`src/hw/rtl/c2p_pkg.sv`:
```
// types, constants and arctangent table for the rectangular to polar converter
package c2p_pkg;

    localparam int unsigned COORD_W     = 16;
    localparam int unsigned FRAC_W      = 40 - COORD_W;
    localparam int unsigned DATA_W      = COORD_W + FRAC_W + 3;
    localparam int unsigned ANGLE_ACC_W = 24;
    localparam int unsigned QUAD_W      = 3;
    localparam int unsigned RADIUS_W    = 16;
    localparam int unsigned ANGLE_W     = 16;
    localparam int unsigned GAIN_W      = 24;
    localparam int unsigned ATAN_ENTRIES = 32;

    localparam logic [GAIN_W-1:0] GAIN_Q24 = 24'd10188014;
    localparam int QUARTER_FINE = 90 * 32768;
    localparam int HALF_TURN    = 180 * 128;

    typedef enum logic [QUAD_W-1:0] {
        QUAD_AXIS = 3'd0,
        QUAD_1    = 3'd1,
        QUAD_2    = 3'd2,
        QUAD_3    = 3'd3,
        QUAD_4    = 3'd4
    } c2p_quad_t;

    typedef struct packed {
        logic signed [COORD_W-1:0] coord_x;
        logic signed [COORD_W-1:0] coord_y;
    } c2p_in_t;

    typedef struct packed {
        logic [QUAD_W-1:0]          quadrant;
        logic [RADIUS_W-1:0]        radius;
        logic signed [ANGLE_W-1:0]  angle_deg;
    } c2p_out_t;

    // point facts carried alongside the rotation
    typedef struct packed {
        c2p_quad_t quad;
        logic      x_zero;
        logic      y_zero;
        logic      x_neg;
        logic      y_neg;
    } c2p_side_t;

    typedef struct packed {
        logic signed [DATA_W-1:0]      cx;
        logic signed [DATA_W-1:0]      cy;
        logic signed [ANGLE_ACC_W-1:0] z;
        c2p_side_t                     side;
    } c2p_vec_t;

    // atan(2^-i) in units of 1/32768 degree
    function automatic logic signed [ANGLE_ACC_W-1:0] c2p_atan(input int unsigned idx);
        logic signed [ANGLE_ACC_W-1:0] t;
        begin
            case (idx)
                0:  t = 24'sd1474560;
                1:  t = 24'sd870484;
                2:  t = 24'sd459940;
                3:  t = 24'sd233473;
                4:  t = 24'sd117189;
                5:  t = 24'sd58652;
                6:  t = 24'sd29333;
                7:  t = 24'sd14667;
                8:  t = 24'sd7334;
                9:  t = 24'sd3667;
                10: t = 24'sd1833;
                11: t = 24'sd917;
                12: t = 24'sd458;
                13: t = 24'sd229;
                14: t = 24'sd115;
                15: t = 24'sd57;
                16: t = 24'sd29;
                17: t = 24'sd14;
                18: t = 24'sd7;
                19: t = 24'sd4;
                20: t = 24'sd2;
                21: t = 24'sd1;
                default: t = '0;
            endcase
            return t;
        end
    endfunction

endpackage

```
`src/hw/rtl/c2p_stage.sv`:
```
// one registered cordic vectoring iteration
module c2p_stage #(
    parameter int unsigned STAGE_IDX = 0
) (
    input  logic               aclk,
    input  logic               aresetn,
    input  logic               in_valid,
    output logic               in_ready,
    input  c2p_pkg::c2p_vec_t  in_data,
    output logic               out_valid,
    input  logic               out_ready,
    output c2p_pkg::c2p_vec_t  out_data
);
    import c2p_pkg::*;

    localparam logic signed [ANGLE_ACC_W-1:0] STEP_ANGLE = c2p_atan(STAGE_IDX);

    logic                     valid_reg;
    c2p_vec_t                 data_reg;
    c2p_vec_t                 data_next;
    logic signed [DATA_W-1:0] dx;
    logic signed [DATA_W-1:0] dy;

    always_comb begin
        dx = in_data.cy >>> STAGE_IDX;
        dy = in_data.cx >>> STAGE_IDX;
        data_next.side = in_data.side;
        // rotate toward the x axis by the sign of y
        if (!in_data.cy[DATA_W-1]) begin
            data_next.cx = in_data.cx + dx;
            data_next.cy = in_data.cy - dy;
            data_next.z  = in_data.z + STEP_ANGLE;
        end else begin
            data_next.cx = in_data.cx - dx;
            data_next.cy = in_data.cy + dy;
            data_next.z  = in_data.z - STEP_ANGLE;
        end
    end

    assign in_ready  = !valid_reg || out_ready;
    assign out_valid = valid_reg;
    assign out_data  = data_reg;

    always_ff @(posedge aclk) begin
        if (!aresetn) begin
            valid_reg <= 1'b0;
        end else if (in_ready) begin
            valid_reg <= in_valid;
        end
    end

    always_ff @(posedge aclk) begin
        if (in_ready && in_valid) begin
            data_reg <= data_next;
        end
    end

endmodule

```
`config.mk`:
```
export PLATFORM = sky130hd
export DESIGN_NAME = c2p_stage
export DESIGN_NICKNAME = d
export VERILOG_FILES = /design/src/hw/rtl/c2p_pkg.sv /design/src/hw/rtl/c2p_stage.sv
export SDC_FILE = /design/constraint.sdc
export NUM_CORES = 1
export LEC_CHECK = 0
export BUFFER_PORTS_ARGS = -buffer_cell sky130_fd_sc_hd__buf_4
export CAP_MARGIN = 20
export CELL_PAD_IN_SITES_DETAIL_PLACEMENT = 0
export CELL_PAD_IN_SITES_GLOBAL_PLACEMENT = 1
export CORE_ASPECT_RATIO = 0.8
export CORE_MARGIN = 2
export CORE_UTILIZATION = 45
export DETAILED_ROUTE_END_ITERATION = 12
export MAX_ROUTING_LAYER = met4
export PLACE_DENSITY_LB_ADDON = 0.1
export SYNTH_ARGS = -nofsm -noshare
export SYNTH_HDL_FRONTEND = slang
export SYNTH_SLANG_ARGS = --single-unit
export TNS_END_PERCENT = 5
```
`constraint.sdc`:
```
create_clock -name aclk -period 7 [get_ports aclk]
set_input_delay 0.35 -clock aclk [delete_from_list [all_inputs] [get_ports aclk]]
set_output_delay 0.35 -clock aclk [all_outputs]
set_load 0.01 [all_outputs]
```
# Word level (Yosys, flattened, before mapping)
# Cells that the tools add are included.
# op_classes
n_addsub,5
mul,0
n_div,0
magnitude_cmp,0
eq_ne,0
n_shift,0
mux,1
bitwise_logic,0
n_reduce_logical,3
# op_table
cell,count
two-way mux 110 bit,1
subtractor 43 bit,2
adder 43 bit,1
adder 24 x 22 -> 24 bit (second input constant),1
subtractor 24 x 22 -> 24 bit (second input constant),1
logical AND 1 bit,1
logical NOT 1 bit,1
logical OR 1 bit,1
# totals
regBits,118
latchBits,0
mem_bits_rw,0
romBits,0
in_bits,121
output_inout_bits,119
word_cells,18
memories,0

# Longest topological paths before layout
# logic_depth
ltp_word,3
mapped_depth,13
mapped_depth_nobuf,12

# Least setup slack after synthesis
# OpenSTA, ideal clock, no wires.
# synth_path
path_kind,input port to flip-flop
startpoint,input port out_ready
endpoint,"register data_reg, in the netlist out_data[0], enable pin"
setup_ps,489
arrival_time_ps,3234
path_slack_ps,3277
cell_stages,2
n_path_buf,0
path_cell_list,nand2b_1 and2_1
# synth_between
elab_chain_len,2
# synth_lines
item,line,text
start: declaration,c2p_stage.sv:11,"input logic out_ready,"
logical OR 1 bit,c2p_stage.sv:40,assign in_ready = !valid_reg || out_ready;
logical AND 1 bit,c2p_stage.sv:53,if (in_ready && in_valid) begin
end signal: assignment,c2p_stage.sv:54,data_reg <= data_next;
end: declaration,c2p_stage.sv:19,c2p_vec_t data_reg;
# Every way passes these cells.
# A chain may end at the register's enable or synchronous reset.

==> impl_metrics.json <==
{
  "overflow": 0,
  "relSlewSlack_pct": 27.22,
  "viasPerCell": 5.772,
  "crit_path_end_kind": "register",
  "fill_cells": 2430,
  "drt_iter0_markers": 1273,
  "powerDensity_nw_per_um2": 200.6,
  "critPathBufInv": 2,
  "hold_path_end": "out_data[10]",
  "clock_sinks": 117,
  "dp_hpwl_mm": 31.57,
  "setup_viol": 0,
  "ant_nets": 0,
  "synth_nets": 1658,
  "reg2reg_from": "out_valid",
  "fin_crit_sh_pct": 49.32,
  "row_count": 53,
  "drv_slew": 0,
  "die_w_um": 186.3,
  "layout_min_cycle_time_ns": 3.453,
  "yosysTopAreaCellShare_pct": 29.12,
  "cts-buffers-inserted": 17,
  "critPathTopFamily": "compound AO/OA/AOI/OAI gates",
  "synth_cell_types": 94,
  "cts-htree-levels": 4,
  "cts-root-buf": "clkbuf_16",
  "cts_tree": "done",
  "max_freq_mhz": 289.6,
  "antenna_cells": 0,
  "grt_usage_pct": 29.47,
  "area_growth_pct": 21.29,
  "slowest_stage": "ha_1",
  "async_flop_share_pct": 0,
  "ys_warn_count": 0,
  "min_path_type": "in2reg",
  "nets": 1856,
  "post_cts.repair.setup_buffers": 0,
  "grt_pass1_vias": 10560,
  "critical_path.startpoint": "in_data[35]",
  "cts_buffer_depth": 2,
  "final_core_util_pct": 55.40,
  "drc": 0,
  "ys.flop_type": "edfxtp_1",
  "port_buffers": 239,
  "firstDrtPassIters": 7,
  "wl_per_cell_um": 20.67,
  "final_layout_size_suffix_gt1_share_pct": 20.69,
  "worst_slew_pin_slew_ns": 1.092,
  "num_vias": 11270,
  "fin_skew_ns": 0.01024,
  "syn-mean-instance-area_um2": 8.644,
  "finalSetupTns_ns": 0,
  "die_y_um": 149.8,
  "clkSlewWorstSetupHoldPaths_ns": 0.06,
  "worstPathArrival_ns": 3.61,
  "worst_ep_required_time_ns": 7.15,
  "cp_cell_sequence": "buf_4, inv_1, ha_1, and2b_4, nor3_2, a21oi_1, o211ai_1, a211oi_1, o21ai_1, nand3b_1, a31oi_1, xor2_1",
  "grt_pass1_wl_mm": 62.06,
  "gp_congestion": 0.9261,
  "leakagePower_uw": 0.006336,
  "power_uw": 2911,
  "start_kind": "input pin",
  "r2r-end": "out_data[48]",
  "hold_path_depth": 1,
  "grt_setup_unrepaired": "no",
  "dieArea_um2": 27920,
  "synth_cells": 1384,
  "initial_core_util_pct": 45.67,
  "synth.ff_latch_count": 117,
  "status": "finished clean",
  "synth_area_leader_cell": "edfxtp_1",
  "synth_edf_count": 116,
  "syn_area_um2": 11960,
  "insertion_delay_ns": 0.43,
  "crit_path_max_incr_delay_ns": 0.53,
  "antenna_found_initial": 0,
  "ff2ff_path_depth": 3,
  "vdd_drop_max_mv": 0.1523,
  "postRouteWirelength_mm": 40.34,
  "hold_violations": 0,
  "synth.area.top_cells": "edfxtp_1 (29%), ha_1 (16%), a21oi_1 (6.7%)",
  "ctsHoldBuffers": 0,
  "max_cap_viol_count": 0,
  "coreArea_um2": 26190,
  "synth-seq-area-share_pct": 29.28,
  "critPathKind": "in2reg",
  "crit_fanout": 13,
  "grt_max_degree": 96,
  "r2r_slack_ns": 4.69,
  "hp-start": "in_data[10]",
  "io_pins": 240,
  "cts_resized": 0
}
==> cells in the final DEF, fill, tap and decap left out, types with 29 or more instances in the layout <==
| cell | n |
|---|---|
| inv_1 | 137 |
| a21oi_1 | 161 |
| nand2_1 | 82 |
| o21ai_0 | 77 |
| edfxtp_1 | 116 |
| nor2_1 | 116 |
| xnor2_1 | 75 |
| o21bai_1 | 29 |
| buf_4 | 242 |
| ha_1 | 149 |
==> power breakdown <==
group / leakage [uW] / switching, uW / total (uW) / internal [uW]
Sequential: 0.00113 / 28.0 / 924 / 896
Combinational: 0.00491 / 642 / 1060 / 420
Clock: 0.000295 / 361 / 925 / 564
Total: 0.00634 / 1030 / 2910 / 1880
==> metrics by stage <==
stage	cell area, um^2	setup slack, ns	hold slack [ns]	instances
6_report	14510	3.547	0.09792	1952
4_1_cts	14510	3.753	0.07839	1952
5_1_grt	14510	3.377	0.07889	1952
3_5_place_dp	13900	3.300	0.5293	1920
2_1_floorplan	11960	3.277	0.4489	1384
3_3_place_gp	13900	3.317	0.5279	1920
==> area by class of cell <==
type / instances / area, um^2 / area share, %
multi-input combinational: 1061 / 7601 / 52.38
tap: 357 / 446.7 / 3.078
clock buffer: 18 / 429.2 / 2.957
timing repair buffer: 242 / 1817 / 12.52
sequential: 117 / 3503 / 24.14
clock inverter: 14 / 177.7 / 1.224
inverter: 143 / 536.8 / 3.699
==> worst max-delay path by stage <==
| stage | cells after the start | slack (ns) | endpoint |
|---|---|---|---|
| after floorplan | 2 | 3.28 | out_data[0] |
| after global placement | 12 | 3.32 | out_data[115] |
| after detailed placement | 12 | 3.30 | out_data[115] |
| after CTS | 12 | 3.75 | out_data[115] |
| after global routing | 12 | 3.38 | out_data[115] |
| final | 12 | 3.55 | out_data[113] |
==> Yosys cell counts (25+ instances only) <==
master      n
a21o_1     26
a21oi_1   161
clkbuf_1   29
edfxtp_1  116
ha_1      149
inv_1     137
nand2_1    82
nand3_1    25
nor2_1    116
nor3_1     26
o21ai_0    77
o21bai_1   29
xnor2_1    75
==> sequential cells by signal (all words and copies together), names as in the netlist <==
name,flops
out_data,116
out_valid,1
==> metal layers <==
| layer | up-vias | routed length, um | global-route usage [%] |
|---|---|---|---|
| li1 | 5364 | - | - |
| met1 | 5334 | 19850 | 43.51 |
| met2 | 524 | 16500 | 41.19 |
| met3 | 45 | 3363 | 5.535 |
| met4 | 0 | 625 | 6.720 |
| met5 | - | 0 | - |
==> cells by family after synthesis <==
group | count (synthesis) | share of synthesized area [%]
xor gates and xnor gates | 88 | 6.442
DFF | 117 | 29.28
and+or+nand+nor | 345 | 13.69
buffers and inverters | 206 | 7.205
muxes | 18 | 1.516
AOI/OAI and AO/OA | 457 | 25.61
adders and majority gates | 153 | 16.25
Note: power is estimated with default switching activity, not from simulation.
