### config.mk
export PLATFORM = sky130hd
export DESIGN_NAME = c2p_finish
export DESIGN_NICKNAME = d
export VERILOG_FILES = /design/src/hw/rtl/c2p_pkg.sv /design/src/hw/rtl/c2p_finish.sv
export SDC_FILE = /design/constraint.sdc
export NUM_CORES = 1
export LEC_CHECK = 0
export ABC_AREA = 1
export BUFFER_PORTS_ARGS = -buffer_cell sky130_fd_sc_hd__buf_2
export CORE_ASPECT_RATIO = 0.9
export CORE_MARGIN = 2
export CORE_UTILIZATION = 50
export DETAILED_ROUTE_END_ITERATION = 16
export PLACE_DENSITY_LB_ADDON = 0.25
export SYNTH_ARGS = -nofsm -noshare
export SYNTH_HDL_FRONTEND = slang
export SYNTH_SLANG_ARGS = --single-unit
### constraint.sdc
create_clock -name aclk -period 7.5 [get_ports aclk]
set_input_delay 0.375 -clock aclk [delete_from_list [all_inputs] [get_ports aclk]]
set_output_delay 0.375 -clock aclk [all_outputs]
set_load 0.05 [all_outputs]
### src/hw/rtl/c2p_pkg.sv
// types, constants and arctangent table for the rectangular to polar converter
package c2p_pkg;

    localparam int unsigned COORD_W     = 16;
    localparam int unsigned FRAC_W      = 40 - COORD_W;
    localparam int unsigned DATA_W      = COORD_W + FRAC_W + 3;
    localparam int unsigned ANGLE_ACC_W = 24;
    localparam int unsigned QUAD_W      = 3;
    localparam int unsigned RADIUS_W    = 16;
    localparam int unsigned ANGLE_W     = 16;
    localparam int unsigned GAIN_W      = 24;
    localparam int unsigned ATAN_ENTRIES = 32;

    localparam logic [GAIN_W-1:0] GAIN_Q24 = 24'd10188014;
    localparam int QUARTER_FINE = 90 * 32768;
    localparam int HALF_TURN    = 180 * 128;

    typedef enum logic [QUAD_W-1:0] {
        QUAD_AXIS = 3'd0,
        QUAD_1    = 3'd1,
        QUAD_2    = 3'd2,
        QUAD_3    = 3'd3,
        QUAD_4    = 3'd4
    } c2p_quad_t;

    typedef struct packed {
        logic signed [COORD_W-1:0] coord_x;
        logic signed [COORD_W-1:0] coord_y;
    } c2p_in_t;

    typedef struct packed {
        logic [QUAD_W-1:0]          quadrant;
        logic [RADIUS_W-1:0]        radius;
        logic signed [ANGLE_W-1:0]  angle_deg;
    } c2p_out_t;

    // point facts carried alongside the rotation
    typedef struct packed {
        c2p_quad_t quad;
        logic      x_zero;
        logic      y_zero;
        logic      x_neg;
        logic      y_neg;
    } c2p_side_t;

    typedef struct packed {
        logic signed [DATA_W-1:0]      cx;
        logic signed [DATA_W-1:0]      cy;
        logic signed [ANGLE_ACC_W-1:0] z;
        c2p_side_t                     side;
    } c2p_vec_t;

    // atan(2^-i) in units of 1/32768 degree
    function automatic logic signed [ANGLE_ACC_W-1:0] c2p_atan(input int unsigned idx);
        logic signed [ANGLE_ACC_W-1:0] t;
        begin
            case (idx)
                0:  t = 24'sd1474560;
                1:  t = 24'sd870484;
                2:  t = 24'sd459940;
                3:  t = 24'sd233473;
                4:  t = 24'sd117189;
                5:  t = 24'sd58652;
                6:  t = 24'sd29333;
                7:  t = 24'sd14667;
                8:  t = 24'sd7334;
                9:  t = 24'sd3667;
                10: t = 24'sd1833;
                11: t = 24'sd917;
                12: t = 24'sd458;
                13: t = 24'sd229;
                14: t = 24'sd115;
                15: t = 24'sd57;
                16: t = 24'sd29;
                17: t = 24'sd14;
                18: t = 24'sd7;
                19: t = 24'sd4;
                20: t = 24'sd2;
                21: t = 24'sd1;
                default: t = '0;
            endcase
            return t;
        end
    endfunction

endpackage

### src/hw/rtl/c2p_finish.sv
// gain correction and angle mapping, two stages ending in the output register
module c2p_finish (
    input  logic               aclk,
    input  logic               aresetn,
    input  logic               in_valid,
    output logic               in_ready,
    input  c2p_pkg::c2p_vec_t  in_data,
    output logic               out_valid,
    input  logic               out_ready,
    output c2p_pkg::c2p_out_t  out_data
);
    import c2p_pkg::*;

    localparam int unsigned MAG_W   = DATA_W - 1;
    localparam int unsigned LO_W    = MAG_W / 2;
    localparam int unsigned HI_W    = MAG_W - LO_W;
    localparam int unsigned PLO_W   = LO_W + GAIN_W;
    localparam int unsigned PHI_W   = HI_W + GAIN_W;
    localparam int unsigned SUM_W   = MAG_W + GAIN_W;
    localparam int unsigned RND_POS = FRAC_W + 23;
    localparam int unsigned FINE_W  = ANGLE_ACC_W - 1;
    localparam int unsigned A_W     = FINE_W - 8;

    // stage a: clamp, partial products, angle
    logic                       a_valid_reg;
    logic                       a_ready;
    logic [PLO_W-1:0]           plo_reg;
    logic [PHI_W-1:0]           phi_reg;
    logic [QUAD_W-1:0]          quad_reg;
    logic signed [ANGLE_W-1:0]  angle_reg;
    logic [MAG_W-1:0]           mag;
    logic [FINE_W-1:0]          zc;
    logic [FINE_W-1:0]          z_round;
    logic [A_W-1:0]             a;
    logic signed [ANGLE_W-1:0]  a_ext;
    logic signed [ANGLE_W-1:0]  half_minus;
    logic signed [ANGLE_W-1:0]  angle_next;

    // stage b: sum and round into the output register
    logic                       out_valid_reg;
    c2p_out_t                   out_reg;
    logic [SUM_W-1:0]           sum;

    always_comb begin
        mag = in_data.cx[DATA_W-1] ? '0 : in_data.cx[MAG_W-1:0];
        priority if (in_data.side.y_zero) begin
            zc = '0;
        end else if (in_data.side.x_zero) begin
            zc = FINE_W'(QUARTER_FINE);
        end else if (in_data.z[ANGLE_ACC_W-1]) begin
            zc = '0;
        end else if (in_data.z > ANGLE_ACC_W'(QUARTER_FINE)) begin
            zc = FINE_W'(QUARTER_FINE);
        end else begin
            zc = in_data.z[FINE_W-1:0];
        end
        z_round    = zc + FINE_W'(128);
        a          = z_round[FINE_W-1:8];
        a_ext      = ANGLE_W'(a);
        half_minus = ANGLE_W'(HALF_TURN) - a_ext;
        unique case ({in_data.side.x_neg, in_data.side.y_neg})
            2'b00:   angle_next = a_ext;
            2'b01:   angle_next = -a_ext;
            2'b10:   angle_next = half_minus;
            default: angle_next = -half_minus;
        endcase
    end

    assign a_ready  = !out_valid_reg || out_ready;
    assign in_ready = !a_valid_reg || a_ready;

    always_ff @(posedge aclk) begin
        if (!aresetn) begin
            a_valid_reg <= 1'b0;
        end else if (in_ready) begin
            a_valid_reg <= in_valid;
        end
    end

    always_ff @(posedge aclk) begin
        if (in_ready && in_valid) begin
            plo_reg   <= PLO_W'(mag[LO_W-1:0]) * PLO_W'(GAIN_Q24);
            phi_reg   <= PHI_W'(mag[MAG_W-1:LO_W]) * PHI_W'(GAIN_Q24);
            quad_reg  <= in_data.side.quad;
            angle_reg <= angle_next;
        end
    end

    assign sum = (SUM_W'(phi_reg) << LO_W) + SUM_W'(plo_reg) + (SUM_W'(1) << RND_POS);

    always_ff @(posedge aclk) begin
        if (!aresetn) begin
            out_valid_reg <= 1'b0;
        end else if (a_ready) begin
            out_valid_reg <= a_valid_reg;
        end
    end

    always_ff @(posedge aclk) begin
        if (a_ready && a_valid_reg) begin
            out_reg.quadrant  <= quad_reg;
            out_reg.radius    <= sum[RND_POS+1 +: RADIUS_W];
            out_reg.angle_deg <= angle_reg;
        end
    end

    assign out_valid = out_valid_reg;
    assign out_data  = out_reg;

endmodule

## Yosys cells after proc, flatten, opt, wreduce, memory -nomap -nowiden

Cells that the tools add are included.

- Bits in registers: 142
- Latch bits: 0
- RAM bits: 0
- Bits in read-only memories: 0
- Logic and storage cells: 33
- Memories kept: 0

- Add/subtract/negate cells: 6
- Multiply operators: 2
- Divide/modulo/power cells: 0
- $lt $le $gt $ge: 1
- Equal/unequal tests: 2
- Shift-type cells: 0
- Muxes and demuxes: 6
- Bitwise operators: 0
- Reductions and logical operators: 7

Operator list:

| operator | count |
|---|---|
| 23-bit two-way mux | 4 |
| 64-bit by 45-bit adder with 64-bit output | 1 |
| 64-bit by 48-bit adder with 64-bit output, second input constant | 1 |
| 16-bit case mux with 3 select lines | 1 |
| 21-bit by 23-bit multiplier with 44-bit output, second input constant | 1 |
| 21-bit by 23-bit multiplier with 42-bit output, second input constant | 1 |
| 42-bit two-way mux | 1 |
| 24-bit by 23-bit > comparator with 1-bit output, second input constant | 1 |
| 23-bit by 8-bit adder with 23-bit output, second input constant | 1 |
| 15-bit negator with 16-bit output | 1 |
| 16-bit negator | 1 |
| 15-bit by 15-bit subtractor with 16-bit output, first input constant | 1 |
| 2-bit by 1-bit equality test with 1-bit output, second input constant | 1 |
| 2-bit equality test, second input constant | 1 |
| 1-bit logical AND | 2 |
| 1-bit logical NOT | 2 |
| 2-bit logical NOT | 1 |
| 1-bit logical OR | 2 |

## Longest topological paths before layout

- Word-level depth: 9
- Depth in mapped cells: 34

## Worst setup path after synthesis

OpenSTA, ideal clock, no wires.

- Path type: input to register
- From: in in_data[116] (netlist bit)
- To: reg phi_reg[33] (data pin)
- Library setup time: 0.259 ns
- Data arrival time: 6.628 ns
- Required time: 7.241 ns
- Path slack: 0.613 ns
- Cell stages on the path: 27
- Cells stage by stage: clkbuf_1 -> inv_1 -> buf_1 -> nand2_1 -> inv_1 -> fa_1 -> inv_1 -> fa_1 -> fa_1 -> inv_1 -> fa_1 -> fa_1 -> fa_1 -> inv_1 -> fa_1 -> inv_1 -> ha_1 -> a21oi_1 -> inv_1 -> a21oi_1 -> o21ai_0 -> a221oi_1 -> o21ai_0 -> a21boi_0 -> nor2_1 -> nor2_1 -> xnor2_1

- Word-level cells in the longest chain between the ends: 2

Ends and longest elaborated chain:

| element | RTL line | source |
|---|---|---|
| start: declaration | c2p_finish.sv:7 | `input c2p_pkg::c2p_vec_t in_data,` |
| 42-bit two-way mux | c2p_finish.sv:45 | `mag = in_data.cx[DATA_W-1] ? '0 : in_data.cx[MAG_W-1:0];` |
| 21-bit by 23-bit multiplier with 42-bit output | c2p_finish.sv:83 | `phi_reg <= PHI_W'(mag[MAG_W-1:LO_W]) * PHI_W'(GAIN_Q24);` |
| end signal: assignment | c2p_finish.sv:83 |  |
| end: declaration | c2p_finish.sv:28 | `logic [PHI_W-1:0] phi_reg;` |

Every way passes these cells.
A chain may end at the register's enable or synchronous reset.

## Worst setup path after layout

- From: in in_data[116] (netlist bit)
- To: reg phi_reg[40] (data pin)

The elaborated chain is that of the path after synthesis.

==> results.ini <==
[flow_run]
drv.max_cap_violation_count = 0

[grt]
grt_overflow = 0
globalRouteTotalUtil_pct = 25.5
antenna_found_initial = 0
grt_pass1_vias = 19100
grt_pass1_wl_um = 101000
grt_max_degree = 57

[clocking]
ctsLongestPathBuffers = 2
post_cts_resize_count = 0
htree_num_levels = 4
tritoncts = built
cts_made_buffers = 17
tritoncts_num_sinks = 121
clk_pin_slew_worst_paths_ns = 0.06
clockRootBuffer = sky130_fd_sc_hd__clkbuf_16
postCtsSetupRepairBufs = 0
cts_hold_buf = 0
clk-insertion-delay-late_ns = 0.43

[yosys]
synth.yosys.warnings = 0
avgSynthCellArea_um2 = 9.29
sequential_element_share_of_the_synthesized_area_pct = 14.6
mappedNetlistNets = 3590
syn_area_mm2 = 0.0247
number_of_distinct_standard_cells_referenced_by_the_synthesized_netlist = 55
postSynthCellCount = 2659
ys_seq_elements = 121

[worst_setup_path]
timing.critical_path.arrival_ns = 7.15
worstSetupPathType = input pin to flip-flop
element_type_at_the_critical_path_end = flip-flop
crit_path_max_fanout = 21
worst_setup_path_start_kind = input pin
worst_ep_required_ns = 7.67

[die]
fp.dieArea_mm2 = 0.0512
io-pin-count = 158
dieWidth_um = 238
core_region_mm2 = 0.0489
initial_utilization_pct = 50.5
floorplan.rows = 77
floorplan.die.height_um = 215

[finish]
final.fill_count = 4496
final_layout_size_suffix_gt1_share_pct = 9.36
syn2layout_area_growth_pct = 9.52
antenna_cells_inserted = 0
largest_register_ffs = 42
finish.net_count = 3771

[route]
drtIter0Drc = 1148
detailroute.via_count = 18100
wl_um = 61500
drt-wirelength-per-cell_um = 17.6
detail_route.drc_violations = 0
detailedRoute.firstPassIterationCount = 5
route.antenna.remaining_nets = 0
drt-vias-per-instance = 5.19

[placed_design]
gp_congestion = 0.990
hpwl_um = 55900
dp_worst_setup_slack_ns = 0.180
io_buffer_count = 114

[timing]
final.setup_skew_ns = 0.00805
timing.final.setup_violations = 0
setup_repair_after_global_routing_missed_its_margin = no
slew-limit-headroom_pct = 29.4
finalMaxSlewViolations = 0
fin_crit_ns = 6.99
worst-slew-pin-transition_ns = 1.06
timing.setup.tns_ns = 0
timing.final.crit_share_pct = 93.2
fmax_ghz = 0.143
fin_ws_ns = 0.511
finalHoldViolCount = 0

[hold_path]
hp-class = input pin to flip-flop

[outcome]
run_status = finished clean

==> per-layer routing <==
layer  vias up  global-route usage, %  share of wire, %
li1       8677                      -                 -
met2       531                   38.4                43
met5         -                      0                 0
met1      8834                   37.3                47
met3        43                   7.24               8.5
met4         0                   3.96               1.2
==> through the flow <==
step / hold slack (ns) / instance area (µm²) / cells / utilization, %
floorplan: 0.400 / 24700 / 2659 / -
global placement: 0.404 / 26500 / 3453 / 54.1
detailed placement: 0.407 / 26500 / 3453 / 54.1
CTS: 0.112 / 27000 / 3485 / 55.3
global route: 0.106 / 27000 / 3485 / 55.3
finish: 0.128 / 27000 / 3485 / 55.3
==> cell type report <==
| type | instances | area, µm² | area share (%) |
|---|---|---|---|
| Clock inverter | 14 | 160 | 0.592 |
| Sequential cell | 121 | 3610 | 13.4 |
| Inverter | 750 | 2820 | 10.4 |
| Timing Repair Buffer | 170 | 1000 | 3.71 |
| Tap cell | 632 | 791 | 2.92 |
| Clock buffer | 18 | 429 | 1.59 |
| Multi-Input combinational cell | 1780 | 18200 | 67.4 |
==> cells in the final DEF, fill, tap and decap left out, types with 9 or more instances in the layout <==
| master | count |
|---|---|
| sky130_fd_sc_hd__buf_2 | 114 |
| sky130_fd_sc_hd__o21ai_0 | 68 |
| sky130_fd_sc_hd__or2_2 | 11 |
| sky130_fd_sc_hd__nor4_1 | 9 |
| sky130_fd_sc_hd__nand2_1 | 287 |
| sky130_fd_sc_hd__buf_4 | 55 |
| sky130_fd_sc_hd__clkbuf_16 | 17 |
| sky130_fd_sc_hd__a31oi_1 | 21 |
| sky130_fd_sc_hd__edfxtp_1 | 119 |
| sky130_fd_sc_hd__inv_1 | 735 |
| sky130_fd_sc_hd__xnor2_1 | 36 |
| sky130_fd_sc_hd__a21oi_1 | 130 |
| sky130_fd_sc_hd__nand3_1 | 69 |
| sky130_fd_sc_hd__fa_1 | 409 |
| sky130_fd_sc_hd__nand2_2 | 17 |
| sky130_fd_sc_hd__xor2_1 | 50 |
| sky130_fd_sc_hd__ha_1 | 401 |
| sky130_fd_sc_hd__inv_2 | 10 |
| sky130_fd_sc_hd__nor3_1 | 10 |
| sky130_fd_sc_hd__nor2_1 | 164 |
| sky130_fd_sc_hd__nand4_1 | 13 |
==> cell usage after synthesis (all sizes together) <==
library cell    n  share of area (%)
inv           746                 11
fa            409                 33
ha            401                 20
nand2         305                4.8
nor2          176                3.0
a21oi         132                2.7
edfxtp        119                 14
nand3          76                1.7
o21ai          70                1.4
xor2           50                1.8
xnor2          36                1.3
a31oi          21               0.53
nand4          15               0.47
nor3           11               0.24
or2            11               0.28
nor4            9               0.23
o211ai          9               0.29
o21bai          8               0.24
o21a            7               0.21
o221ai          7               0.25
buf             5               0.14
a21boi          4               0.12
clkinv          4              0.061
o31ai           4               0.14
a211oi          3              0.091
a21o            3              0.091
and3            3              0.076
clkbuf          3              0.046
a221oi          2              0.071
dfxtp           2               0.16
o2111ai         2              0.071
a2111oi         1              0.035
a311oi          1              0.035
nand2b          1              0.025
nand3b          1              0.030
o22ai           1              0.025
o2bb2ai         1              0.035
==> cells by family (layout without fill, tap and decap cells) <==
family	count (synthesis)	count (layout)	share of synthesized area, %
compound gates	276	276	6.36
xor+xnor	86	86	3.05
fa+ha+maj	810	810	53.5
buf+inv	758	952	11.6
flops	121	121	14.6
simple gates	608	608	10.9
==> worst max-delay path, stage by stage <==
cell and delay [ns]:
sky130_fd_sc_hd__buf_2 0.10, sky130_fd_sc_hd__inv_1 0.06, sky130_fd_sc_hd__buf_12 0.16, sky130_fd_sc_hd__buf_4 0.18, sky130_fd_sc_hd__nand2_1 0.18, sky130_fd_sc_hd__inv_1 0.15
sky130_fd_sc_hd__fa_1 0.56, sky130_fd_sc_hd__inv_1 0.11, sky130_fd_sc_hd__fa_1 0.44, sky130_fd_sc_hd__fa_1 0.55, sky130_fd_sc_hd__inv_1 0.08, sky130_fd_sc_hd__fa_1 0.54
sky130_fd_sc_hd__fa_1 0.46, sky130_fd_sc_hd__fa_1 0.55, sky130_fd_sc_hd__inv_1 0.06, sky130_fd_sc_hd__fa_1 0.53, sky130_fd_sc_hd__inv_1 0.04, sky130_fd_sc_hd__ha_1 0.30
sky130_fd_sc_hd__buf_4 0.16, sky130_fd_sc_hd__nand2_1 0.11, sky130_fd_sc_hd__nor2_1 0.08, sky130_fd_sc_hd__and3_1 0.18, sky130_fd_sc_hd__a21oi_1 0.49, sky130_fd_sc_hd__o21ai_0 0.26
sky130_fd_sc_hd__nand3_1 0.13, sky130_fd_sc_hd__o2111ai_1 0.12, sky130_fd_sc_hd__xor2_1 0.16
==> worst paths after layout <==
kind	startpoint	to	slack [ns]	depth (start not counted)
max	in_data[116]	phi_reg[40]	0.51	27
min	in_data[4]	quad_reg[0]	0.13	1
max reg2reg	plo_reg[29]	out_data[31]	4.11	14
min reg2reg	angle_reg[3]	out_data[3]	0.42	0
Power is left out: the tool's default activity adds up to more than one toggle a clock period on the data nets, which glitch-free logic cannot reach.
