File: config.mk
export PLATFORM = sky130hd
export DESIGN_NAME = c2p_prep
export DESIGN_NICKNAME = d
export VERILOG_FILES = /design/src/hw/rtl/c2p_pkg.sv /design/src/hw/rtl/c2p_prep.sv
export SDC_FILE = /design/constraint.sdc
export NUM_CORES = 1
export LEC_CHECK = 0
export BUFFER_PORTS_ARGS = -buffer_cell sky130_fd_sc_hd__buf_2
export CORE_UTILIZATION = 30
export CTS_CLUSTER_DIAMETER = 40
export DETAILED_ROUTE_END_ITERATION = 8
export PLACE_DENSITY = 0.68
export SLEW_MARGIN = 25
export SYNTH_ARGS = -nofsm -noshare
export SYNTH_HDL_FRONTEND = slang
export SYNTH_SLANG_ARGS = --single-unit
File: constraint.sdc
create_clock -name aclk -period 2.2 [get_ports aclk]
set_input_delay 0.66 -clock aclk [delete_from_list [all_inputs] [get_ports aclk]]
set_output_delay 0.66 -clock aclk [all_outputs]
set_load 0.03 [all_outputs]
File: src/hw/rtl/c2p_pkg.sv
// types, constants and arctangent table for the rectangular to polar converter
package c2p_pkg;

    localparam int unsigned COORD_W     = 16;
    localparam int unsigned FRAC_W      = 40 - COORD_W;
    localparam int unsigned DATA_W      = COORD_W + FRAC_W + 3;
    localparam int unsigned ANGLE_ACC_W = 24;
    localparam int unsigned QUAD_W      = 3;
    localparam int unsigned RADIUS_W    = 16;
    localparam int unsigned ANGLE_W     = 16;
    localparam int unsigned GAIN_W      = 24;
    localparam int unsigned ATAN_ENTRIES = 32;

    localparam logic [GAIN_W-1:0] GAIN_Q24 = 24'd10188014;
    localparam int QUARTER_FINE = 90 * 32768;
    localparam int HALF_TURN    = 180 * 128;

    typedef enum logic [QUAD_W-1:0] {
        QUAD_AXIS = 3'd0,
        QUAD_1    = 3'd1,
        QUAD_2    = 3'd2,
        QUAD_3    = 3'd3,
        QUAD_4    = 3'd4
    } c2p_quad_t;

    typedef struct packed {
        logic signed [COORD_W-1:0] coord_x;
        logic signed [COORD_W-1:0] coord_y;
    } c2p_in_t;

    typedef struct packed {
        logic [QUAD_W-1:0]          quadrant;
        logic [RADIUS_W-1:0]        radius;
        logic signed [ANGLE_W-1:0]  angle_deg;
    } c2p_out_t;

    // point facts carried alongside the rotation
    typedef struct packed {
        c2p_quad_t quad;
        logic      x_zero;
        logic      y_zero;
        logic      x_neg;
        logic      y_neg;
    } c2p_side_t;

    typedef struct packed {
        logic signed [DATA_W-1:0]      cx;
        logic signed [DATA_W-1:0]      cy;
        logic signed [ANGLE_ACC_W-1:0] z;
        c2p_side_t                     side;
    } c2p_vec_t;

    // atan(2^-i) in units of 1/32768 degree
    function automatic logic signed [ANGLE_ACC_W-1:0] c2p_atan(input int unsigned idx);
        logic signed [ANGLE_ACC_W-1:0] t;
        begin
            case (idx)
                0:  t = 24'sd1474560;
                1:  t = 24'sd870484;
                2:  t = 24'sd459940;
                3:  t = 24'sd233473;
                4:  t = 24'sd117189;
                5:  t = 24'sd58652;
                6:  t = 24'sd29333;
                7:  t = 24'sd14667;
                8:  t = 24'sd7334;
                9:  t = 24'sd3667;
                10: t = 24'sd1833;
                11: t = 24'sd917;
                12: t = 24'sd458;
                13: t = 24'sd229;
                14: t = 24'sd115;
                15: t = 24'sd57;
                16: t = 24'sd29;
                17: t = 24'sd14;
                18: t = 24'sd7;
                19: t = 24'sd4;
                20: t = 24'sd2;
                21: t = 24'sd1;
                default: t = '0;
            endcase
            return t;
        end
    endfunction

endpackage

File: src/hw/rtl/c2p_prep.sv
// input stage: magnitudes, quadrant and axis flags
module c2p_prep (
    input  logic               aclk,
    input  logic               aresetn,
    input  logic               in_valid,
    output logic               in_ready,
    input  c2p_pkg::c2p_in_t   in_data,
    output logic               out_valid,
    input  logic               out_ready,
    output c2p_pkg::c2p_vec_t  out_data
);
    import c2p_pkg::*;

    localparam int unsigned PAD_W = DATA_W - COORD_W - 1 - FRAC_W;

    logic              valid_reg;
    c2p_vec_t          data_reg;
    c2p_vec_t          data_next;
    logic signed [COORD_W:0] x_ext;
    logic signed [COORD_W:0] y_ext;
    logic [COORD_W:0]  ax;
    logic [COORD_W:0]  ay;
    c2p_side_t         side;

    always_comb begin
        x_ext = {in_data.coord_x[COORD_W-1], in_data.coord_x};
        y_ext = {in_data.coord_y[COORD_W-1], in_data.coord_y};
        side.x_neg  = in_data.coord_x[COORD_W-1];
        side.y_neg  = in_data.coord_y[COORD_W-1];
        side.x_zero = (in_data.coord_x == '0);
        side.y_zero = (in_data.coord_y == '0);
        ax = side.x_neg ? -x_ext : x_ext;
        ay = side.y_neg ? -y_ext : y_ext;
        priority if (side.x_zero || side.y_zero) begin
            side.quad = QUAD_AXIS;
        end else if (!side.x_neg && !side.y_neg) begin
            side.quad = QUAD_1;
        end else if (side.x_neg && !side.y_neg) begin
            side.quad = QUAD_2;
        end else if (side.x_neg && side.y_neg) begin
            side.quad = QUAD_3;
        end else begin
            side.quad = QUAD_4;
        end
        data_next.cx   = {{PAD_W{1'b0}}, ax, {FRAC_W{1'b0}}};
        data_next.cy   = {{PAD_W{1'b0}}, ay, {FRAC_W{1'b0}}};
        data_next.z    = '0;
        data_next.side = side;
    end

    assign in_ready  = !valid_reg || out_ready;
    assign out_valid = valid_reg;
    assign out_data  = data_reg;

    always_ff @(posedge aclk) begin
        if (!aresetn) begin
            valid_reg <= 1'b0;
        end else if (in_ready) begin
            valid_reg <= in_valid;
        end
    end

    always_ff @(posedge aclk) begin
        if (in_ready && in_valid) begin
            data_reg <= data_next;
        end
    end

endmodule

## Word level (Yosys, flattened, before mapping)

Cells that the tools add are included.

| cells by class | value |
|---|---|
| $add $sub $neg | 2 |
| muxes and demuxes | 5 |
| reductions and logical operators | 13 |

Operators with widths:

| kind | count |
|---|---|
| $neg 16->17 | 2 |
| $logic_not 16->1 | 2 |
| $mux 15 | 2 |
| $logic_and 1x1->1 | 4 |
| $logic_not 1->1 | 3 |
| $mux 3 | 1 |
| $reduce_or 3->1 | 1 |
| $logic_or 1x1->1 | 2 |
| $mux 2 | 1 |
| $reduce_or 2->1 | 1 |
| $mux 1 | 1 |

| word-level totals | value |
|---|---|
| flip-flop bits (word level) | 42 |
| output and inout bits | 119 |
| word-level logic and storage cells | 32 |

## Logic depth before layout (Yosys ltp)

Gate-level depths: netlist (run 1).

| depth | value |
|---|---|
| word-level depth | 4 |
| gate-level depth with buffers | 6 |
| depth with buffers taken out | 6 |

## Worst setup path after synthesis (run 1)

Ideal clock, no wire load.

| timing path | value |
|---|---|
| kind | input to register |
| start point | input out_ready |
| end point | register data_reg, in the netlist out_data[0] (enable) |
| setup time | 0.402 ns |
| data arrival time | 2.030 ns |
| required time | 1.798 ns |
| setup slack | -0.232 ns |
| stages on the path | 2 |
| cells stage by stage | nand2b_1 > and2_1 |

| between the ends | value |
|---|---|
| longest elaborated chain between the ends | 2 |

Ends and longest elaborated chain:

| what | RTL line | source |
|---|---|---|
| from (decl) | c2p_prep.sv:9 | `input logic out_ready,` |
| $logic_or 1x1->1 | c2p_prep.sv:51 | `assign in_ready = !valid_reg \|\| out_ready;` |
| $logic_and 1x1->1 | c2p_prep.sv:64 | `if (in_ready && in_valid) begin` |
| to (signal assigned) | c2p_prep.sv:65 | `data_reg <= data_next;` |
| to (decl) | c2p_prep.sv:17 | `c2p_vec_t data_reg;` |

Every way passes these cells.
A chain may end at the register's enable or synchronous reset.

## Final worst setup path (run 1)

| timing path | value |
|---|---|
| start point | input in_data[26] (netlist name) |
| end point | register data_reg, in the netlist out_data[113] (data pin) |

| between the ends | value |
|---|---|
| longest elaborated chain between the ends | 1 |

Ends and longest elaborated chain:

| what | RTL line | source |
|---|---|---|
| from (decl) | c2p_prep.sv:7 | `input c2p_pkg::c2p_in_t in_data,` |
| $neg 16->17 | c2p_prep.sv:32 | `ax = side.x_neg ? -x_ext : x_ext;` |

Every way passes these cells.

==> metrics.md, run 1 <==
| Metric | Value |
|---|---|
| Max Cap Viol | `0` |
| Max incr delay on CP | `0.54 ns` |
| Final nets | `366` |
| Resize count post-CTS | `0` |
| Worst hold margin | `0.536 ns` |
| Worst setup SP type | `input pin` |
| IO Count | `155` |
| FF+latch count, synth | `42` |
| Postcts setup bufs | `0` |
| DIE HEIGHT | `94.2 um` |
| GRT Total Usage | `8.75%` |
| Die area | `8880 um2` |
| Status | `finished, final reports clean` |
| Final hold violations | `0` |
| F_max | `476 MHz` |
| Leak | `1.34 nW` |
| Detailed Routing Iterations Pass 1 | `4` |
| Final Skew | `0.00259 ns` |
| Crit. End Element | `register` |
| Crit share post-route | `95.5%` |
| Inst Count DP | `423` |
| Placer Congestion | `0.730` |
| Detail Route Antenna Nets | `0` |
| Hold crit path type | `register to register` |
| Worst vdd ir | `0.199 mV` |
| Routed len/inst | `9.65 um` |
| Power Total | `2.10 mW` |
| Setup violators final | `0` |
| Rows | `33` |
| P&R area growth vs syn | `17.8%` |
| CP cell instances | `buf_2, or4_4, or4_4, buf_4, nor4_1` |
| Top delay family on crit path | `simple AND/OR/NAND/NOR gates` |
| Synth warn | `0` |
| Grt ovf | `0` |
| Initial antenna violation count | `0` |
| Cells after synthesis | `228` |
| Hold Buf Count CTS | `0` |
| First-pass GRT wire length | `6040 um` |
| Synth cell types | `28` |
| Hold Crit Depth | `2` |
| Avg Inst Size Synth | `11.2 um2` |
| Clock sink count | `42` |
| Clock transition at path regs | `0.08 ns` |
| H-tree depth | `2` |
| RSZ-0062 raised after global routing | `no` |
| Placement Setup Slack | `-0.206 ns` |
| Worst Path Buf+Inv | `2` |
| Remaining DRCs | `0` |
| Largest net degree at the start of global routing | `42` |
| Slowest stage cell, crit path | `or4_4` |
| Core Area | `8220 um2` |
| Final wirelength | `4160 um` |
| Smallest setup slack after layout | `0.0985 ns` |
| Worst path arrival time | `2.19 ns` |
| Reg2reg path depth | `3` |
| Worst-path fanout max | `3` |
| Starting Density | `31.1%` |
| Die Wd | `94.2 um` |
| Antenna cell count | `0` |
| Root Driver | `clkbuf_8` |
| Top cell by count, worst path | `or4_4` |
| CP Class | `input pin to register` |
| Number of global-route vias before repair | `1336` |
| Initial DRC Count | `131` |
| Vias per cell | `3.94` |
| Sequential share of the synthesized area | `49.0%` |
| Minimum clock period | `2.10 ns` |
| Levels on crit path | `5` |
| Via count | `1696` |
| Data required, critical path | `2.29 ns` |
| Port Buffers | `78` |
| Non-filler instance count after layout | `431` |
| CTS tree | `done` |
| Post-DP HPWL | `3290 um` |
| Mapped Area | `2550 um2` |
| CTS buffer count | `5` |
| Slew Limit Fails | `0` |
| Worst skew pair latency | `0.28 ns` |
| Fraction of layout cells with a size suffix above 1 | `31.6%` |
| Power per Cell Area | `697 nW/um2` |
| Longest Clk Path Bufs | `2` |
==> cell usage in the layout, fill, tap and decap left out, types with 3 or more instances in the layout <==
cell type  instances
nor2_1             7
xor2_1             4
o21ai_0            6
xnor2_1           22
conb_1            78
nand2_1           12
nand3_1            4
edfxtp_1          41
nand2b_1           3
inv_1              9
ha_1               5
buf_4             12
nor4_1             7
a21oi_1            3
o31ai_1            7
nor3_1             6
buf_2             78
clkbuf_8           5
==> layout make-up <==
| cell class | instances | area, um2 |
|---|---|---|
| Tap cell | 105 | 131 |
| Multi-Input combinational cell | 176 | 980 |
| Clock inverter | 2 | 37.5 |
| Fill cell | 828 | 5210 |
| Timing Repair Buffer | 91 | 500 |
| Clock buffer | 6 | 72.6 |
| Inverter | 9 | 33.8 |
| Sequential cell | 42 | 1250 |
==> logic make-up after synthesis <==
kind of cell | Yosys count | synth area share [%]
fa+ha+maj | 5 | 2.45
other cells | 1 | 0.147
flops | 42 | 49.0
simple gates | 45 | 9.17
buf+inv | 87 | 24.0
xor+xnor | 26 | 8.92
compound gates | 22 | 6.32
==> where the power goes <==
group          switching (mW)  total [mW]  internal (mW)
Clock                   0.255       0.594          0.339
Sequential             0.0142       0.968          0.954
Combinational           0.409       0.535          0.125
Total                   0.679        2.10           1.42
==> flip-flops by register name, summed over array words and instances (netlist names) <==
name / flops
out_valid: 1
out_data: 41
==> metrics by stage <==
stage	instance area [um2]	setup TNS (ns)	util [%]
2_1_floorplan	2840	-0.0998	-
3_3_place_gp	2900	-0.716	35.3
3_5_place_dp	2900	-0.925	35.3
4_1_cts	3010	0	36.6
5_1_grt	3010	0	36.6
6_report	3010	0	36.6
==> worst paths after layout <==
| kind | startpoint | endpoint | slack (ns) |
|---|---|---|---|
| worst max-delay path | in_data[26] | out_data[113] | 0.1 |
| worst min-delay path | out_valid | out_valid | 0.54 |
| worst max register to register | out_valid | out_data[55] | 1.05 |
| worst min register to register | out_valid | out_valid | 0.54 |
==> worst min-delay path, stage by stage, from the launching register on <==
cell	delay (ns)
dfxtp_1	0.32
nand2b_1	0.09
a21boi_0	0.08
==> synth_stat cells <==
master | count | area, um2
a21boi_0 | 1 | 7.51
a21oi_1 | 3 | 15.0
a41oi_1 | 1 | 8.76
and2_1 | 1 | 6.26
buf_4 | 76 | 571
clkbuf_1 | 2 | 7.51
conb_1 | 1 | 3.75
dfxtp_1 | 1 | 20.0
edfxtp_1 | 41 | 1230
ha_1 | 5 | 62.6
inv_1 | 9 | 33.8
nand2_1 | 12 | 45.0
nand2b_1 | 3 | 18.8
nand3_1 | 4 | 20.0
nand3b_1 | 1 | 7.51
nand4_1 | 1 | 6.26
nor2_1 | 7 | 26.3
nor3_1 | 6 | 30.0
nor3b_1 | 1 | 7.51
nor4_1 | 7 | 43.8
o21ai_0 | 6 | 30.0
o21ai_2 | 1 | 8.76
o31ai_1 | 7 | 52.6
o31ai_4 | 1 | 21.3
o41ai_1 | 2 | 17.5
or4_4 | 2 | 22.5
xnor2_1 | 22 | 193
xor2_1 | 4 | 35.0
==> layer usage <==
layer	track usage, %	vias to the layer above	routed length, um	part of all wire [%]
met2	15.2	100	2110	51
met3	1.86	2	367	8.8
met1	10.5	769	1640	40
met4	3.33	0	34	0.82
met5	0	-	0	0
li1	-	825	-	-
(Power assumes the default switching activity.)
==> inputs of run 2 (changes only) <==
Settings changed: REMOVE_ABC_BUFFERS set to 1.
==> metrics.md, run 2 (synthesized netlist as in run 1, its figures left out) <==
| Metric | Value |
|---|---|
| Non-filler instance count after layout | `431 (unchanged)` |
| H-tree depth | `2 (unchanged)` |
| Worst path arrival time | `2.13 ns (was 2.19 ns)` |
| Postcts setup bufs | `0 (unchanged)` |
| Detail Route Antenna Nets | `0 (unchanged)` |
| CTS buffer count | `5 (unchanged)` |
| Leak | `1.34 nW (about the same)` |
| Port Buffers | `78 (unchanged)` |
| Data required, critical path | `2.24 ns (was 2.29 ns)` |
| Post-DP HPWL | `3570 um (was 3290 um)` |
| Max Cap Viol | `0 (unchanged)` |
| Hold crit path type | `input pin to register (was register to register)` |
| Largest net degree at the start of global routing | `35 (was 42)` |
| R2r endpoint | `out_data[71] (was out_data[55])` |
| Hold Buf Count CTS | `0 (unchanged)` |
| Resize count post-CTS | `0 (unchanged)` |
| Hold Crit Depth | `1 (was 2)` |
| First-pass GRT wire length | `6560 um (was 6040 um)` |
| Status | `finished, final reports clean (unchanged)` |
| Switch share | `34.2% (was 32.4%)` |
| Starting Density | `31.1% (unchanged)` |
| Final hold violations | `0 (unchanged)` |
| Grt ovf | `0 (unchanged)` |
| Final Skew | `0.00350 ns (was 0.00259 ns)` |
| Crit share post-route | `95.0% (was 95.5%)` |
| Clock transition at path regs | `0.08 ns (about the same)` |
| Hold Crit Start | `in_data[0] (was out_valid)` |
| Most frequent cells in the layout | `78 x conb_1, 78 x buf_2, 41 x edfxtp_1 (unchanged)` |
| Core Area | `8220 um2 (unchanged)` |
| Longest Clk Path Bufs | `2 (unchanged)` |
| Clock sink count | `42 (unchanged)` |
| Flop pwr share | `49.2% (was 46.2%)` |
| Worst skew pair latency | `0.28 ns (about the same)` |
| Power per Cell Area | `659 nW/um2 (was 697 nW/um2)` |
| Detailed Routing Iterations Pass 1 | `4 (unchanged)` |
| Setup violators final | `0 (unchanged)` |
| Crit. End Element | `register (unchanged)` |
| Min-Delay Endpoint | `out_data[55] (was out_valid)` |
| Initial antenna violation count | `0 (unchanged)` |
| Worst setup SP type | `input pin (unchanged)` |
| Number of global-route vias before repair | `1437 (was 1336)` |
| Initial DRC Count | `27 (was 131)` |
| Antenna cell count | `0 (unchanged)` |
| NetSw | `0.673 mW (was 0.679 mW)` |
| Worst vdd ir | `0.222 mV (was 0.199 mV)` |
| Rows | `33 (unchanged)` |
| CTS tree | `done (unchanged)` |
| Placer Congestion | `0.775 (was 0.730)` |
| Worst reg2reg path startpoint | `out_valid (unchanged)` |
| DIE HEIGHT | `94.2 um (unchanged)` |
| Power share of the clock group | `23.3% (was 28.3%)` |
| Combinational group share of total power | `27.5% (was 25.5%)` |
| RSZ-0062 raised after global routing | `no (unchanged)` |
| Final wirelength | `4490 um (was 4160 um)` |
| Fillcell total | `835 (was 828)` |
| Slew Limit Fails | `0 (unchanged)` |
| Power Total | `1.97 mW (was 2.10 mW)` |
| Final nets | `367 (was 366)` |
| Remaining DRCs | `0 (unchanged)` |
| Die area | `8880 um2 (unchanged)` |
| Fraction of layout cells with a size suffix above 1 | `31.9% (was 31.6%)` |
| Internal power | `1.29 mW (was 1.42 mW)` |
| CP Class | `input pin to register (unchanged)` |
| Sequential cell area | `1250 um2 (unchanged)` |
| Root Driver | `clkbuf_8 (unchanged)` |
| Inst Count DP | `424 (was 423)` |
| Via count | `1721 (was 1696)` |
| Reg2reg path depth | `3 (unchanged)` |
| Die Wd | `94.2 um (unchanged)` |
| Multi-input gate area | `980 um2 (unchanged)` |
| Worst-path fanout max | `3 (unchanged)` |
| Routed len/inst | `10.4 um (was 9.65 um)` |
| Vias per cell | `3.99 (was 3.94)` |
| Largest register FFs | `41 (unchanged)` |
| F_max | `478 MHz (was 476 MHz)` |
| Reg2Reg Setup Slack | `0.87 ns (was 1.05 ns)` |
| IO Count | `155 (unchanged)` |
| P&R area growth vs syn | `16.9% (was 17.8%)` |
| GRT Total Usage | `9.62% (was 8.75%)` |
| Minimum clock period | `2.09 ns (was 2.10 ns)` |
[run 2: critical path, stage by stage]
cell and delay, ns:
buf_2 0.10, or4_4 0.53, or4_4 0.47, o31ai_4 0.27
nor3_1 0.09
[run 2: layout make-up]
class                   count  area share [%]
repair buffers             92            17.0
well taps                 105            4.40
clock buffers               5            2.31
flip-flops and latches     42            41.9
inverters                   9            1.13
clock inverters             2           0.336
multi-input cells         176            32.8
[run 2: worst max path at each step]
stage	slack, ns	start	end
after floorplan	-0.23	out_ready	out_data[0]
after global placement	-0.17	in_data[26]	out_data[5]
after detailed placement	-0.20	in_data[26]	out_data[5]
after CTS	0.11	in_data[26]	out_data[5]
after global routing	0.09	in_data[26]	out_data[6]
final	0.11	in_data[26]	out_data[5]
[run 2: metrics by stage]
stage	setup TNS [ns]	utilization, %	hold slack (ns)	area (um2)	worst slack, ns
finish	0	36.3	0.598	2980	0.109
global route	0	36.3	0.593	2980	0.0893
CTS	0	36.3	0.585	2980	0.111
detailed placement	-0.820	35.3	0.655	2900	-0.201
global placement	-0.669	35.3	0.657	2900	-0.172
floorplan	-9.59	-	0.759	2260	-0.232
[run 2: routing by layer]
layer	up-vias	track usage, %	wire (um)
met5	-	0	0
met4	0	4.62	83
met3	7	1.86	409
met2	106	16.5	2260
met1	782	11.4	1750
li1	826	-	-
[run 2: power by group through the flow]
stage	clock network, mW	registers, mW	logic [mW]
after floorplan	0	1.11	0.267
after global placement	0	0.986	0.535
after detailed placement	0	0.987	0.540
after CTS	0.475	0.969	0.541
after global routing	0.500	0.973	0.575
final	0.458	0.968	0.540
